**src/rtl/rwat_pkg.sv**
```systemverilog
// Shared types, codes and defaults for the Reno window and acknowledgement tracker.
package rwat_pkg;

    // Fixed field widths of the streams and the configuration port
    localparam int ACT_W  = 2;
    localparam int SEQ_W  = 32;
    localparam int CNT_W  = 11;
    localparam int EV_W   = 3;
    localparam int TMO_W  = 24;
    localparam int IDX_W  = 2;
    localparam int CFG_W  = 24;

    // Packed stream widths; the data widths are padded to whole bytes
    localparam int S_DATA_W = 48;
    localparam int S_USER_W = ACT_W;
    localparam int M_DATA_W = 72;
    localparam int M_USER_W = EV_W;

    // Parameter defaults
    localparam int WINDOW_BOUND_DEF = 1024;
    localparam int TIMER_BITS_DEF   = 24;

    // Configuration reset values
    localparam logic [CNT_W-1:0] INIT_TH_RST  = 11'd16;
    localparam logic [CNT_W-1:0] MAX_WIN_RST  = 11'd64;
    localparam logic [TMO_W-1:0] TIMEOUT_RST  = 24'd500;

    // Configuration register indexes
    localparam logic [IDX_W-1:0] REG_INIT_TH = 2'd0;
    localparam logic [IDX_W-1:0] REG_MAX_WIN = 2'd1;
    localparam logic [IDX_W-1:0] REG_TIMEOUT = 2'd2;

    // Input actions
    localparam logic [ACT_W-1:0] ACT_BEGIN = 2'd0;
    localparam logic [ACT_W-1:0] ACT_OPEN  = 2'd1;
    localparam logic [ACT_W-1:0] ACT_ACK   = 2'd2;
    localparam logic [ACT_W-1:0] ACT_TICK  = 2'd3;

    // Result events
    localparam logic [EV_W-1:0] EV_NONE    = 3'd0;
    localparam logic [EV_W-1:0] EV_ACK     = 3'd1;
    localparam logic [EV_W-1:0] EV_DUP     = 3'd2;
    localparam logic [EV_W-1:0] EV_DONE    = 3'd3;
    localparam logic [EV_W-1:0] EV_FAST    = 3'd4;
    localparam logic [EV_W-1:0] EV_TIMEOUT = 3'd5;
    localparam logic [EV_W-1:0] EV_ORDER   = 3'd6;

    // Duplicate acknowledgements that trigger a fast retransmit
    localparam logic [1:0] DUP_LIMIT = 2'd3;

    typedef struct packed {
        logic [CNT_W-1:0] initial_threshold;
        logic [CNT_W-1:0] max_window;
        logic [TMO_W-1:0] timeout_ticks;
    } cfg_t;

    typedef struct packed {
        logic [ACT_W-1:0] action;
        logic [SEQ_W-1:0] ack_number;
        logic [CNT_W-1:0] window_packets;
    } item_t;

    typedef struct packed {
        logic [EV_W-1:0]  event_res;
        logic [CNT_W-1:0] congestion_window;
        logic [CNT_W-1:0] slow_start_threshold;
        logic [SEQ_W-1:0] next_sequence;
        logic [CNT_W-1:0] acked_count;
    } result_t;

endpackage

```
**src/rtl/rwat_cfg.sv**
```systemverilog
// Configuration registers of the tracker, written through a plain write port.
module rwat_cfg (
    input  logic                       clk,
    input  logic                       rst_n,
    input  logic                       cfg_we,
    input  logic [rwat_pkg::IDX_W-1:0] cfg_index,
    input  logic [rwat_pkg::CFG_W-1:0] cfg_wdata,
    output rwat_pkg::cfg_t             cfg
);
    import rwat_pkg::*;

    cfg_t cfg_reg;

    // Decode the index and load the addressed register; unused indexes are dropped
    always_ff @(posedge clk or negedge rst_n)
    begin
        if (!rst_n)
        begin
            cfg_reg.initial_threshold <= INIT_TH_RST;
            cfg_reg.max_window        <= MAX_WIN_RST;
            cfg_reg.timeout_ticks     <= TIMEOUT_RST;
        end
        else if (cfg_we)
        begin
            unique case (cfg_index)
                REG_INIT_TH: cfg_reg.initial_threshold <= cfg_wdata[CNT_W-1:0];
                REG_MAX_WIN: cfg_reg.max_window        <= cfg_wdata[CNT_W-1:0];
                REG_TIMEOUT: cfg_reg.timeout_ticks     <= cfg_wdata[TMO_W-1:0];
                default:     ;
            endcase
        end
    end

    assign cfg = cfg_reg;

endmodule

```
**src/rtl/rwat_core.sv**
```systemverilog
// Window, threshold, acknowledgement and timer state with its single-pass update.
module rwat_core #(
    parameter int WINDOW_BOUND = rwat_pkg::WINDOW_BOUND_DEF,
    parameter int TIMER_BITS   = rwat_pkg::TIMER_BITS_DEF
) (
    input  logic              clk,
    input  logic              rst_n,
    input  rwat_pkg::cfg_t    cfg,
    input  logic              fire,
    input  rwat_pkg::item_t   item,
    output rwat_pkg::result_t result
);
    import rwat_pkg::*;

    localparam int WIN_W = $clog2(WINDOW_BOUND + 1);
    localparam int TH_W  = (WIN_W > CNT_W) ? WIN_W : CNT_W;
    localparam logic [WIN_W-1:0]      BOUND_W   = WIN_W'(WINDOW_BOUND);
    localparam logic [WIN_W-1:0]      ONE_W     = WIN_W'(1);
    localparam logic [TIMER_BITS-1:0] TIMER_MAX = {TIMER_BITS{1'b1}};

    logic [WIN_W-1:0]      window_size_reg, window_size_next;
    logic [TH_W-1:0]       threshold_reg, threshold_next;
    logic [SEQ_W-1:0]      base_sequence_reg, base_sequence_next;
    logic [SEQ_W-1:0]      last_ack_reg, last_ack_next;
    logic [WIN_W-1:0]      open_length_reg, open_length_next;
    logic [WIN_W-1:0]      acks_seen_reg, acks_seen_next;
    logic [1:0]            duplicate_count_reg, duplicate_count_next;
    logic [TIMER_BITS-1:0] wait_timer_reg, wait_timer_next;
    logic                  waiting_reg, waiting_next;
    logic [EV_W-1:0]       event_code;

    // Next state and event for the item at the head of the input register
    always_comb
    begin
        logic [SEQ_W-1:0]      diff;
        logic                  in_window;
        logic [WIN_W-1:0]      ws_grown;
        logic [WIN_W-1:0]      acks_inc;
        logic [1:0]            dup_inc;
        logic [TIMER_BITS-1:0] timer_inc;

        window_size_next     = window_size_reg;
        threshold_next       = threshold_reg;
        base_sequence_next   = base_sequence_reg;
        last_ack_next        = last_ack_reg;
        open_length_next     = open_length_reg;
        acks_seen_next       = acks_seen_reg;
        duplicate_count_next = duplicate_count_reg;
        wait_timer_next      = wait_timer_reg;
        waiting_next         = waiting_reg;
        event_code           = EV_NONE;

        diff      = item.ack_number - base_sequence_reg;
        in_window = (item.ack_number >= base_sequence_reg)
                    && (diff < SEQ_W'(open_length_reg));
        acks_inc  = (acks_seen_reg < BOUND_W) ? acks_seen_reg + ONE_W : acks_seen_reg;
        dup_inc   = (duplicate_count_reg < DUP_LIMIT) ? duplicate_count_reg + 2'd1
                                                      : duplicate_count_reg;
        timer_inc = (wait_timer_reg < TIMER_MAX) ? wait_timer_reg + TIMER_BITS'(1)
                                                 : wait_timer_reg;

        // Slow-start growth on an in-window acknowledgement
        ws_grown = window_size_reg;
        if ((TH_W'(window_size_reg) < threshold_reg) && (window_size_reg < BOUND_W))
        begin
            ws_grown = window_size_reg + ONE_W;
        end

        unique case (item.action)
            ACT_BEGIN:
            begin
                window_size_next     = ONE_W;
                threshold_next       = TH_W'(cfg.initial_threshold);
                base_sequence_next   = SEQ_W'(1);
                last_ack_next        = '0;
                open_length_next     = '0;
                acks_seen_next       = '0;
                duplicate_count_next = '0;
                wait_timer_next      = '0;
                waiting_next         = 1'b0;
            end
            ACT_OPEN:
            begin
                open_length_next = (item.window_packets > WINDOW_BOUND)
                                   ? BOUND_W : WIN_W'(item.window_packets);
                acks_seen_next   = '0;
                wait_timer_next  = '0;
                waiting_next     = (item.window_packets != '0);
            end
            ACT_ACK:
            begin
                if (waiting_reg)
                begin
                    if (in_window)
                    begin
                        last_ack_next      = item.ack_number;
                        base_sequence_next = item.ack_number + SEQ_W'(1);
                        acks_seen_next     = acks_inc;
                        window_size_next   = ws_grown;
                        if (acks_inc >= open_length_reg)
                        begin
                            // Congestion-avoidance growth once the window completes
                            if ((TH_W'(ws_grown) >= threshold_reg)
                                && (TH_W'(ws_grown) < TH_W'(cfg.max_window))
                                && (ws_grown < BOUND_W))
                            begin
                                window_size_next = ws_grown + ONE_W;
                            end
                            waiting_next = 1'b0;
                            event_code   = EV_DONE;
                        end
                        else
                        begin
                            event_code = EV_ACK;
                        end
                    end
                    else if (item.ack_number == last_ack_reg)
                    begin
                        if (dup_inc >= DUP_LIMIT)
                        begin
                            threshold_next       = TH_W'(window_size_reg >> 1);
                            window_size_next     = ONE_W;
                            duplicate_count_next = '0;
                            wait_timer_next      = '0;
                            event_code           = EV_FAST;
                        end
                        else
                        begin
                            duplicate_count_next = dup_inc;
                            event_code           = EV_DUP;
                        end
                    end
                    else
                    begin
                        event_code = EV_ORDER;
                    end
                end
            end
            ACT_TICK:
            begin
                if (waiting_reg)
                begin
                    if (timer_inc > cfg.timeout_ticks)
                    begin
                        threshold_next       = TH_W'(window_size_reg >> 1);
                        window_size_next     = ONE_W;
                        duplicate_count_next = '0;
                        wait_timer_next      = '0;
                        event_code           = EV_TIMEOUT;
                    end
                    else
                    begin
                        wait_timer_next = timer_inc;
                    end
                end
            end
            default: ;
        endcase
    end

    // State registers, updated once per processed item
    always_ff @(posedge clk or negedge rst_n)
    begin
        if (!rst_n)
        begin
            window_size_reg     <= ONE_W;
            threshold_reg       <= TH_W'(INIT_TH_RST);
            base_sequence_reg   <= SEQ_W'(1);
            last_ack_reg        <= '0;
            open_length_reg     <= '0;
            acks_seen_reg       <= '0;
            duplicate_count_reg <= '0;
            wait_timer_reg      <= '0;
            waiting_reg         <= 1'b0;
        end
        else if (fire)
        begin
            window_size_reg     <= window_size_next;
            threshold_reg       <= threshold_next;
            base_sequence_reg   <= base_sequence_next;
            last_ack_reg        <= last_ack_next;
            open_length_reg     <= open_length_next;
            acks_seen_reg       <= acks_seen_next;
            duplicate_count_reg <= duplicate_count_next;
            wait_timer_reg      <= wait_timer_next;
            waiting_reg         <= waiting_next;
        end
    end

    // Result reports the state after this item
    assign result.event_res            = event_code;
    assign result.congestion_window    = CNT_W'(window_size_next);
    assign result.slow_start_threshold = CNT_W'(threshold_next);
    assign result.next_sequence        = base_sequence_next;
    assign result.acked_count          = CNT_W'(acks_seen_next);

`ifndef SYNTHESIS
    a_window_range: assert property (@(posedge clk) disable iff (!rst_n)
        (window_size_reg != '0) && (window_size_reg <= BOUND_W))
        else $error("congestion window left its range");

    a_dup_below_limit: assert property (@(posedge clk) disable iff (!rst_n)
        duplicate_count_reg < DUP_LIMIT)
        else $error("duplicate count reached the limit without a retransmit");

    a_begin_clears: assert property (@(posedge clk) disable iff (!rst_n)
        fire && (item.action == ACT_BEGIN)
        |=> (window_size_reg == ONE_W) && !waiting_reg && (acks_seen_reg == '0))
        else $error("begin file did not restore the start state");
`endif

endmodule

```
**src/rtl/reno_window_ack_tracker.sv**
```systemverilog
// Top level of the Reno window and acknowledgement tracker: stream stages around the core.
//
// Channel   | Direction | Payload
// s_*       | in        | tuser: action; tdata: ack_number, window_packets
// m_*       | out       | tuser: event_res; tdata: window, threshold, base, acked count
// cfg_*     | in        | write enable, register index, write data
//
// One item per cycle sustained while the output is not stalled; an item passes through
// the input register and then the result register around the core update.
// Reset restores the configuration defaults and the start state of a file transfer.
// A stalled output holds its result while the input register still takes one more item.
module reno_window_ack_tracker #(
    parameter int WINDOW_BOUND = rwat_pkg::WINDOW_BOUND_DEF,
    parameter int TIMER_BITS   = rwat_pkg::TIMER_BITS_DEF
) (
    input  logic                          clk,
    input  logic                          rst_n,
    input  logic                          s_tvalid,
    output logic                          s_tready,
    input  logic [rwat_pkg::S_DATA_W-1:0] s_tdata,  // ack_number, window_packets, zeros
    input  logic [rwat_pkg::S_USER_W-1:0] s_tuser,  // action
    output logic                          m_tvalid,
    input  logic                          m_tready,
    // congestion_window, slow_start_threshold, next_sequence, acked_count, zeros
    output logic [rwat_pkg::M_DATA_W-1:0] m_tdata,
    output logic [rwat_pkg::M_USER_W-1:0] m_tuser,  // event_res
    input  logic                          cfg_we,
    input  logic [rwat_pkg::IDX_W-1:0]    cfg_index,
    input  logic [rwat_pkg::CFG_W-1:0]    cfg_wdata
);
    import rwat_pkg::*;

    localparam int RES_W = 4 * CNT_W + SEQ_W - CNT_W;

    cfg_t    cfg;
    item_t   in_item_reg;
    logic    in_valid_reg;
    result_t result;
    result_t out_result_reg;
    logic    out_valid_reg;
    logic    fire;

    rwat_cfg u_cfg (
        .clk       (clk),
        .rst_n     (rst_n),
        .cfg_we    (cfg_we),
        .cfg_index (cfg_index),
        .cfg_wdata (cfg_wdata),
        .cfg       (cfg)
    );

    rwat_core #(
        .WINDOW_BOUND (WINDOW_BOUND),
        .TIMER_BITS   (TIMER_BITS)
    ) u_core (
        .clk    (clk),
        .rst_n  (rst_n),
        .cfg    (cfg),
        .fire   (fire),
        .item   (in_item_reg),
        .result (result)
    );

    // The held item is processed whenever the result register is free or drains
    assign fire     = in_valid_reg && (!out_valid_reg || m_tready);
    assign s_tready = !in_valid_reg || fire;

    // Input register valid
    always_ff @(posedge clk or negedge rst_n)
    begin
        if (!rst_n)
        begin
            in_valid_reg <= 1'b0;
        end
        else if (s_tready)
        begin
            in_valid_reg <= s_tvalid;
        end
    end

    // Input register payload
    always_ff @(posedge clk)
    begin
        if (s_tvalid && s_tready)
        begin
            in_item_reg.action         <= s_tuser;
            in_item_reg.ack_number     <= s_tdata[SEQ_W-1:0];
            in_item_reg.window_packets <= s_tdata[SEQ_W+CNT_W-1:SEQ_W];
        end
    end

    // Result register valid
    always_ff @(posedge clk or negedge rst_n)
    begin
        if (!rst_n)
        begin
            out_valid_reg <= 1'b0;
        end
        else if (fire)
        begin
            out_valid_reg <= 1'b1;
        end
        else if (m_tready)
        begin
            out_valid_reg <= 1'b0;
        end
    end

    // Result register payload
    always_ff @(posedge clk)
    begin
        if (fire)
        begin
            out_result_reg <= result;
        end
    end

    assign m_tvalid = out_valid_reg;
    assign m_tuser  = out_result_reg.event_res;
    assign m_tdata  = {{(M_DATA_W-RES_W){1'b0}},
                       out_result_reg.acked_count,
                       out_result_reg.next_sequence,
                       out_result_reg.slow_start_threshold,
                       out_result_reg.congestion_window};

`ifndef SYNTHESIS
    a_fire_gives_result: assert property (@(posedge clk) disable iff (!rst_n)
        fire |=> m_tvalid)
        else $error("processed item produced no result");

    a_stall_only_when_full: assert property (@(posedge clk) disable iff (!rst_n)
        !s_tready |-> (in_valid_reg && out_valid_reg && !m_tready))
        else $error("input stalled while a stage was free");

    a_result_held: assert property (@(posedge clk) disable iff (!rst_n)
        (m_tvalid && !m_tready)
        |=> (m_tvalid && $stable(m_tdata) && $stable(m_tuser)))
        else $error("waiting result changed before it was taken");
`endif

endmodule

```
**config.mk**
```make
export PLATFORM = sky130hd
export DESIGN_NAME = reno_window_ack_tracker
export DESIGN_NICKNAME = d
export VERILOG_FILES = /design/src/rtl/rwat_pkg.sv /design/src/rtl/rwat_cfg.sv /design/src/rtl/rwat_core.sv /design/src/rtl/reno_window_ack_tracker.sv
export SDC_FILE = /design/constraint.sdc
export NUM_CORES = 1
export LEC_CHECK = 0
export BUFFER_PORTS_ARGS = -buffer_cell sky130_fd_sc_hd__buf_2
export CORE_ASPECT_RATIO = 1.75
export CORE_UTILIZATION = 49
export CTS_CLUSTER_SIZE = 20
export DETAILED_ROUTE_END_ITERATION = 10
export GPL_ROUTABILITY_DRIVEN = 0
export PLACE_DENSITY_LB_ADDON = 0.12
export REMOVE_ABC_BUFFERS = 1
export SLEW_MARGIN = 5
export SYNTH_ARGS = -nofsm -noshare
export SYNTH_HDL_FRONTEND = slang
export SYNTH_SLANG_ARGS = --single-unit
```
**constraint.sdc**
```tcl
create_clock -name clk -period 11.55 [get_ports clk]
set_input_delay 1.7325 -clock clk [delete_from_list [all_inputs] [get_ports clk]]
set_output_delay 1.7325 -clock clk [all_outputs]
set_load 0.02 [all_outputs]
```
### After elaboration in Yosys (flattened, before gate mapping)

Cells that the tools add are included.

| word-level totals | value |
|---|---|
| flip-flop bits (word level) | 296 |
| input bits | 81 |
| output and inout port bits | 77 |

| cells by class | value |
|---|---|
| $add $sub $neg | 7 |
| order comparisons | 14 |
| equality and inequality tests | 13 |
| multiplexer cells | 59 |
| reduce and logical (&&, ||, !) cells | 27 |

Operators by type and width:

| kind | number |
|---|---|
| $mux 11 | 19 |
| $mux 24 | 7 |
| $mux 32 | 4 |
| $pmux 32 s2 | 2 |
| $pmux 24 s3 | 1 |
| $pmux 11 s3 | 2 |
| $pmux 11 s2 | 2 |
| $add 11x1->11 const B | 3 |
| $lt 11x11->1 const B | 3 |
| $add 32x1->32 const B | 1 |
| $eq 32x32->1 | 1 |
| $ge 32x32->1 | 1 |
| $lt 32x11->1 | 1 |
| $sub 32x32->32 | 1 |
| $add 24x1->24 const B | 1 |
| $gt 24x24->1 | 1 |
| $lt 24x24->1 const B | 1 |
| $ge 11x11->1 | 2 |
| $lt 11x11->1 | 2 |
| $mux 3 | 6 |
| $mux 2 | 8 |
| $ne 2x1->1 const B | 6 |
| $gt 11x11->1 const B | 1 |
| $reduce_bool 11->1 | 1 |
| 21 further kinds | 43 |

### Depth between registers and ports, before layout

Gate-level depths: netlist of run 1.

| depth | value |
|---|---|
| depth in word-level cells | 11 |
| gate-level depth with buffers | 23 |

### Cells and area by module

From an unflattened synthesis of run 1, not the netlist that was laid out.

| unflattened totals | value |
|---|---|
| cells, all modules | 1981 |
| area total of the unflattened synthesis | 18816.8 um^2 |

By module, submodules not included:

| module | times used | cells each | area each (um^2) | sequential area each (um^2) |
|---|---|---|---|---|
| rwat_core | 1 | 1753 | 13499.2 | 3382.0 |
| reno_window_ack_tracker | 1 | 129 | 3553.4 | 3443.3 |
| rwat_cfg | 1 | 99 | 1764.2 | 1161.1 |

### Worst setup path after synthesis of run 1

OpenSTA, ideal clock, no wires.

| timing | value |
|---|---|
| path kind | register to register |
| start point | reg u_core.wait_timer_reg[0] |
| end point | reg out_result_reg (netlist bit m_tdata[3]) (data pin) |
| setup time | 132 ps |
| arrival time | 4772 ps |
| setup slack | 6646 ps |
| stages on the path, launching flop included | 20 |
| clock period less this slack | 4904 ps |
| path through | dfrtp_1 ha_1 nand4_1 nor2_1 a311oi_1 nor2b_1 nand4_1 nor4_1 xnor2_1 ha_1 nand4_1 or2_2 or4_1 and3_1 a41oi_1 o21ai_1 nor2_1 nor2_1 a31oi_1 a22o_1 |

RTL lines:

| what | RTL line | RTL |
|---|---|---|
| start, declared | rwat_core.sv:28 | `logic [TIMER_BITS-1:0] wait_timer_reg, wait_timer_next;` |
| start signal, assigned | rwat_core.sv:185 | `wait_timer_reg <= wait_timer_next;` |
| end signal, assigned | reno_window_ack_tracker.sv:114 | `out_result_reg <= result;` |
| end, declared | reno_window_ack_tracker.sv:39 | `result_t out_result_reg;` |

### Worst setup path after layout of run 1

| timing | value |
|---|---|
| start point | reg in_item_reg[14] (netlist name) |
| end point | reg u_core.wait_timer_reg[0] |

| between the ends | value |
|---|---|
| word-level cells in the longest chain between the ends | 5 |
| elaborated cells on any way between the ends | 8 |
| those cells by class | 1 x add/sub; 2 x order compare; 3 x eq/ne; 2 x reduce/logical |

Ends and longest elaborated chain:

| what | RTL line | RTL |
|---|---|---|
| start, declared | reno_window_ack_tracker.sv:36 | `item_t in_item_reg;` |
| $sub 32x32->32 | rwat_core.sv:53 | `diff = item.ack_number - base_sequence_reg;` |
| $lt 32x11->1 | rwat_core.sv:55 | `&& (diff < SEQ_W'(open_length_reg));` |
| $logic_and 1x1->1 | rwat_core.sv:55 |  |
| $ne 2x2->1 (no source line) | n/a |  |
| $reduce_and 6->1 (no source line) (*) | n/a |  |

Every way passes the cells marked *; elsewhere a longest branch is shown, timed or not.
A chain may end at the register's enable or synchronous reset.

==> flow_summary_export.csv, run 1 <==
group,metric,value,unit
final_layout,nNetsFinal,2242,
power,comb_power_share,20.4,%
drt,wl_per_cell,22.4,um
die,ios,158,
die,die-area,39800,um^2
sta,post-route-min-period,7190,ps
setup_path,startpoint_type,"flop",
drt,drt-pass1-iter-count,8,
final_layout,nFillCells,3427,
synthesis,ys_seq_area_share,41.8,%
drt,ant_nets,0,
setup_path,cpMaxStageDelayCell,"o21ai_0",
setup_path,cp_max_fo,26,
power,power.density,136,nW/um^2
clock_tree,clock_path_buffers,3,
power,vdd_drop_max,0.000122,V
synthesis,synthTopCellsByArea,"dfrtp_1 23%, edfxtp_1 18%, ha_1 7.7%",
die,coreArea,38400,um^2
sta,relSlewSlack,18.6,%
synthesis,synth_commonest_cells,"172 x dfrtp_1, 137 x nand2_1, 136 x inv_1",
min_path,hp-class,"flop to flop",
clock_tree,path_clk_slew,60,ps
grt,grt_pass1_wl,88.4,mm
drt,routed_wl,57.1,mm
synthesis,synth_top_area_share,22.6,%
setup_path,slowest_delay,750,ps
power,intPower,2020,uW
sta,drv_slew,0,
grt,use_met3,3.95,%
synthesis,ys.flop_type,"dfrtp_1",
drt,avgViaCountPerCell,6.19,
power,power.clock.fraction,36.1,%
clock_tree,postCtsSetupBuffers,0,
setup_path,path_cells,"ha_1 -> o211ai_1 -> a21o_1 -> a211o_1 -> nand2b_1 -> xor2_1 -> ha_1 -> a2111oi_0 -> o21ai_0 -> o21ai_0 -> nand4_1 -> a2111oi_4 -> nand4b_2 -> o21ai_4 -> a21oi_2 -> buf_4 -> mux2_1",
grt,antenna_found_initial,1,
final_layout,seq_area,7990,um^2
sta,hold_viol,0,
drt,first_iter_violations,933,
clock_tree,cts_buffers,29,
outcome,status,"complete, no violations",
sta,worstMarginPinSlew,1210,ps
placed_design,io_buffers,145,
final_layout,postLayoutCellArea,21200,um^2
grt,grt_use_total,29.2,%
power,pwr-share-seq,43.5,%
die,die_height,263,um
sta,setup_viol,0,
final_layout,syn2layout_area_growth,11.0,%
die,die-width,151,um
setup_path,cpLargestDelayFamily,"compound AO/OA/AOI/OAI gates",
clock_tree,ctsRootBufferMaster,"clkbuf_16",
sta,clock.fmax,139,MHz
final_layout,drive_gt1_share,15.6,%
final_layout,largest_reg_flops,65,
synthesis,synth_warnings,0,
synthesis,synth_cells,1937,
grt,overflow,0,
placed_design,placed_area,20200,um^2
grt,use_met1,30.7,%
synthesis,syn_area_per_cell,9.85,um^2
die,rows,95,
clock_tree,cts_sinks,296,
final_layout,multiInputGateArea,10100,um^2
sta,clock_skew,21.2,ps
drt,vias,15808,
synthesis,synth_area,19100,um^2
sta,rsz0062_at_grt,"false",
synthesis,yosysTopAreaCell,"dfrtp_1",
clock_tree,ctsHtreeMaxLevel,1,
flow_run,drv_cap,0,
grt,grtUsageMet2,52.7,%
sta,fin_crit_sh,62.2,%
placed_design,dpl.hpwl,42.6,mm
setup_path,criticalPathCategory,"flop to flop",
setup_path,crit_required,12010,ps
clock_tree,cts-resized-gates,0,
die,start_util,49.7,%
grt,grt-busiest-layer,"met2",
sta,setup_tns,0,ps
synthesis,ys_types,100,
synthesis,async_flop_share,61.8,%
drt,drc,0,
grt,grt_pass1_vias,15952,
power,static-leakage-power,0.00881,uW
synthesis,synth.most_common_cell,"dfrtp_1",
clock_tree,hold_buffers,0,
clock_tree,cts_tree,"yes",
clock_tree,clock_latency,580,ps
setup_path,cp-end-kind,"flop",
setup_path,critPathArrivalTime,7640,ps
synthesis,ys_seq_elements,296,
setup_path,crit_buf_inv,1,
grt,grt_max_degree,75,
power,p_switching,854,uW
synthesis,synth_edf_count,113,
power,switching_share,29.7,%
worst reg2reg max path, stage by stage, from the launching register on:
cell	delay (ps)
edfxtp_1	530
ha_1	440
o211ai_1	110
a21o_1	250
a211o_1	500
nand2b_1	170
xor2_1	560
ha_1	380
a2111oi_0	400
o21ai_0	140
o21ai_0	750
nand4_1	360
a2111oi_4	390
nand4b_2	290
o21ai_4	740
a21oi_2	400
buf_4	330
mux2_1	320
through the flow:
step	instances	power [uW]	worst slack, ps	utilization [%]	hold slack, ps
after floorplan	1840	1640	5500	-	449
after global placement	2497	1830	4970	52.5	466
after detailed placement	2497	1850	4860	52.5	484
after CTS	2551	2890	4830	55.2	501
after global routing	2552	3010	3980	55.2	516
final	2552	2870	4360	55.2	500
cells in the final DEF (no fill, tap or decap), types with 24 or more instances in the layout:
cell         n
nand3_1     84
a21o_1      28
xnor2_1     52
o21a_1      24
o2bb2ai_1   30
edfxtp_1   113
dfrtp_1    172
xor2_1      73
o21ai_1     50
nor2_1      75
a21oi_1     84
o21ai_0     87
clkbuf_16   29
nand4_1     44
mux2_2      50
buf_2      144
mux2i_1     33
a211oi_1    26
nor3_1      42
nand2_1    137
buf_4       27
inv_1      136
ha_1       117
a22o_1      62
final timing paths:
path | slack, ps | depth (start not counted) | to | start
setup reg to reg | 4360 | 17 | u_core.wait_timer_reg[0] | in_item_reg[14]
hold / removal | 500 | 2 | u_core.open_length_reg[9] | u_core.open_length_reg[9]
setup / recovery | 4360 | 17 | u_core.wait_timer_reg[0] | in_item_reg[14]
hold reg to reg | 500 | 2 | u_core.open_length_reg[9] | u_core.open_length_reg[9]
min in group asynchronous | 1200 | 1 | u_core.last_ack_reg[18] | rst_n
max in group asynchronous | 8310 | 3 | u_core.wait_timer_reg[6] | rst_n
metal layers:
| metal | up-vias | share of wire [%] |
|---|---|---|
| met5 | - | 0 |
| met4 | 0 | 7.4 |
| met3 | 191 | 4.5 |
| met2 | 526 | 53 |
| met1 | 7708 | 36 |
| li1 | 7383 | - |
area by class of cell:
type | count | area share, %
Antenna cell | 1 | 0.0118
Clock inverter | 17 | 1.15
Sequential cell | 296 | 37.7
Clock buffer | 37 | 3.71
Timing Repair Buffer | 172 | 4.42
Multi-Input combinational cell | 1406 | 47.7
Inverter | 138 | 2.46
Tap cell | 485 | 2.86
power groups by stage:
stage	combinational [uW]	sequential [uW]	clock (uW)
finish	587	1250	1040
global placement	565	1270	0
global route	649	1260	1100
floorplan	366	1280	0
CTS	582	1250	1060
detailed placement	580	1270	0
cell families after synthesis:
group	share of synthesized area [%]
mux	4.74
fa+ha+maj	7.78
simple gates	13.7
compound gates	20.8
xor+xnor	5.74
buf+inv	5.38
other cells	0.0196
flops	41.8
Note: power is estimated with default switching activity, not from simulation.
==> run 2, diff against run 1 <==
Clock period 11.55 ns to 6.1 ns, I/O delays scaled along.
==> flow_summary_export.csv, run 2 (synthesis results as in run 1) <==
group,metric,value,unit
drt,met3WireLength,2.60,mm
sta,setup_viol,0,
clock_tree,cts_sinks,296,
final_layout,final_core_util,55.8,%
drt,routed_wl,58.9,mm
setup_path,criticalPathCategory,"flop to flop",
die,coreArea,38400,um^2
final_layout,syn2layout_area_growth,12.2,%
placed_design,dpl.hpwl,44.7,mm
clock_tree,cts_buffers,29,
die,ios,158,
drt,drt-pass1-iter-count,5,
sta,fin_crit_sh,93.6,%
die,die-width,151,um
sta,setup_tns,0,ps
drt,wl_met2,31.1,mm
drt,drc,0,
clock_tree,clock_latency,590,ps
placed_design,io_buffers,145,
drt,wl_per_cell,22.8,um
die,start_util,49.7,%
clock_tree,cts-resized-gates,0,
sta,hold_viol,0,
clock_tree,clock_path_buffers,3,
setup_path,cp_max_fo,9,
setup_path,startpoint_type,"flop",
placed_design,dp_cells,2528,
sta,post-route-min-period,5710,ps
sta,rsz0062_at_grt,"false",
grt,grt_pass1_wl,90.0,mm
drt,first_iter_violations,873,
sta,relSlewSlack,29.8,%
clock_tree,cts_tree,"yes",
min_path,hp-class,"input port to async pin",
clock_tree,postCtsSetupBuffers,0,
setup_path,crit_required,6550,ps
final_layout,largest_reg_flops,65,
power,p_switching,1640,uW
setup_path,cp-end-kind,"flop",
clock_tree,hold_buffers,0,
sta,drv_slew,0,
sta,clock.fmax,175,MHz
drt,avgViaCountPerCell,6.19,
setup_path,critPathArrivalTime,6160,ps
setup_path,slowest_delay,560,ps
grt,grt_max_degree,73,
power,power,5340,uW
clock_tree,ctsHtreeMaxLevel,1,
power,static-leakage-power,0.00895,uW
setup_path,cpMaxStageDelayCell,"xor2_1",
final_layout,postLayoutCellArea,21400,um^2
power,switching_share,30.6,%
clock_tree,path_clk_slew,60,ps
setup_path,cpLargestDelayFamily,"simple AND/OR/NAND/NOR gates",
flow_run,drv_cap,0,
grt,grt_use_total,29.8,%
die,die_height,263,um
power,pwr-share-seq,44.4,%
final_layout,final_common_cell,"dfrtp_1",
final_layout,final_cell_mix,"172 x dfrtp_1, 144 x buf_2, 137 x nand2_1",
outcome,status,"complete, no violations",
drt,top_layer,"met4",
power,vdd_drop_max,0.000234,V
die,die-area,39800,um^2
power,comb_power_share,21.1,%
power,power.density,250,nW/um^2
placed_design,placed_area,20400,um^2
power,power.clock.fraction,34.5,%
grt,overflow,0,
setup_path,crit_buf_inv,2,
drt,ant_nets,0,
grt,grt_pass1_vias,16232,
drt,vias,15988,
final_layout,nNetsFinal,2273,
final_layout,stdcell_count,2584,
sta,clock_skew,14.9,ps
clock_tree,ctsRootBufferMaster,"clkbuf_16",
drt,routedLengthMet1,20.2,mm
sta,worstMarginPinSlew,1050,ps
final_layout,drive_gt1_share,16.9,%
power,intPower,3710,uW
setup_path,path_cells,"ha_1 -> o211ai_1 -> a21o_1 -> a211o_1 -> nand2b_1 -> xor2_1 -> ha_1 -> a2111oi_0 -> o21ai_0 -> o21ai_0 -> buf_4 -> nand4_1 -> nor4b_1 -> nand4_1 -> nor4_2 -> buf_4 -> and2_1 -> a22o_1",
die,rows,95,
grt,antenna_found_initial,2,
setup_path,r2r_slack,390,ps
[run 2: changes by cell type in the layout (fill, tap and decap cells not counted)]
cell / before / now
bufinv_16: 6 / 3
clkinv_4: 0 / 1
clkbuf_8: 4 / 3
clkinv_1: 4 / 1
clkinvlp_4: 3 / 6
buf_4: 27 / 53
clkbuf_1: 5 / 7
o21ai_0: 87 / 86
inv_4: 1 / 2
diode_2: 1 / 2
buf_12: 0 / 5
o21ai_1: 50 / 51
[run 2: path summary, 6_finish.rpt]
path,start,cells past startpoint,endpoint
max reg2reg,in_item_reg[15],18,m_tdata[4]
min,rst_n,1,u_core.last_ack_reg[21]
max in group asynchronous,rst_n,2,u_core.wait_timer_reg[5]
min in group clk,s_tdata[26],1,in_item_reg[37]
max,in_item_reg[15],18,m_tdata[4]
min reg2reg,u_cfg.cfg[15],1,u_cfg.cfg[15]
[run 2: stage by stage]
| stage | setup slack [ps] | hold slack (ps) |
|---|---|---|
| CTS | 638 | 366 |
| global route | 111 | 379 |
| detailed placement | 690 | 493 |
| global placement | 743 | 466 |
| floorplan | 869 | 449 |
| finish | 390 | 357 |
[run 2: area by class of cell]
cell class	count	area (um^2)
sequential	296	7990
timing repair buffer	203	1230
inverter	138	520
clock buffer	38	779
tap	485	607
clock inverter	16	179
multi-input combinational	1406	10100
fill	3412	17000
antenna	2	5.00
[run 2: power groups by stage]
stage | Sequential [uW] | Clock (uW) | Combinational, uW
2_1_floorplan | 2420 | 0 | 694
3_3_place_gp | 2400 | 0 | 1090
3_5_place_dp | 2410 | 0 | 1120
4_1_cts | 2370 | 1880 | 1120
5_1_grt | 2390 | 1960 | 1240
6_report | 2370 | 1840 | 1130
[run 2: layer usage]
layer  vias to the layer above  GRT usage [%]
li1                       7451              -
met1                      7748           29.9
met2                       563           54.7
met3                       226           3.60
met4                         0           22.2
met5                         -              0
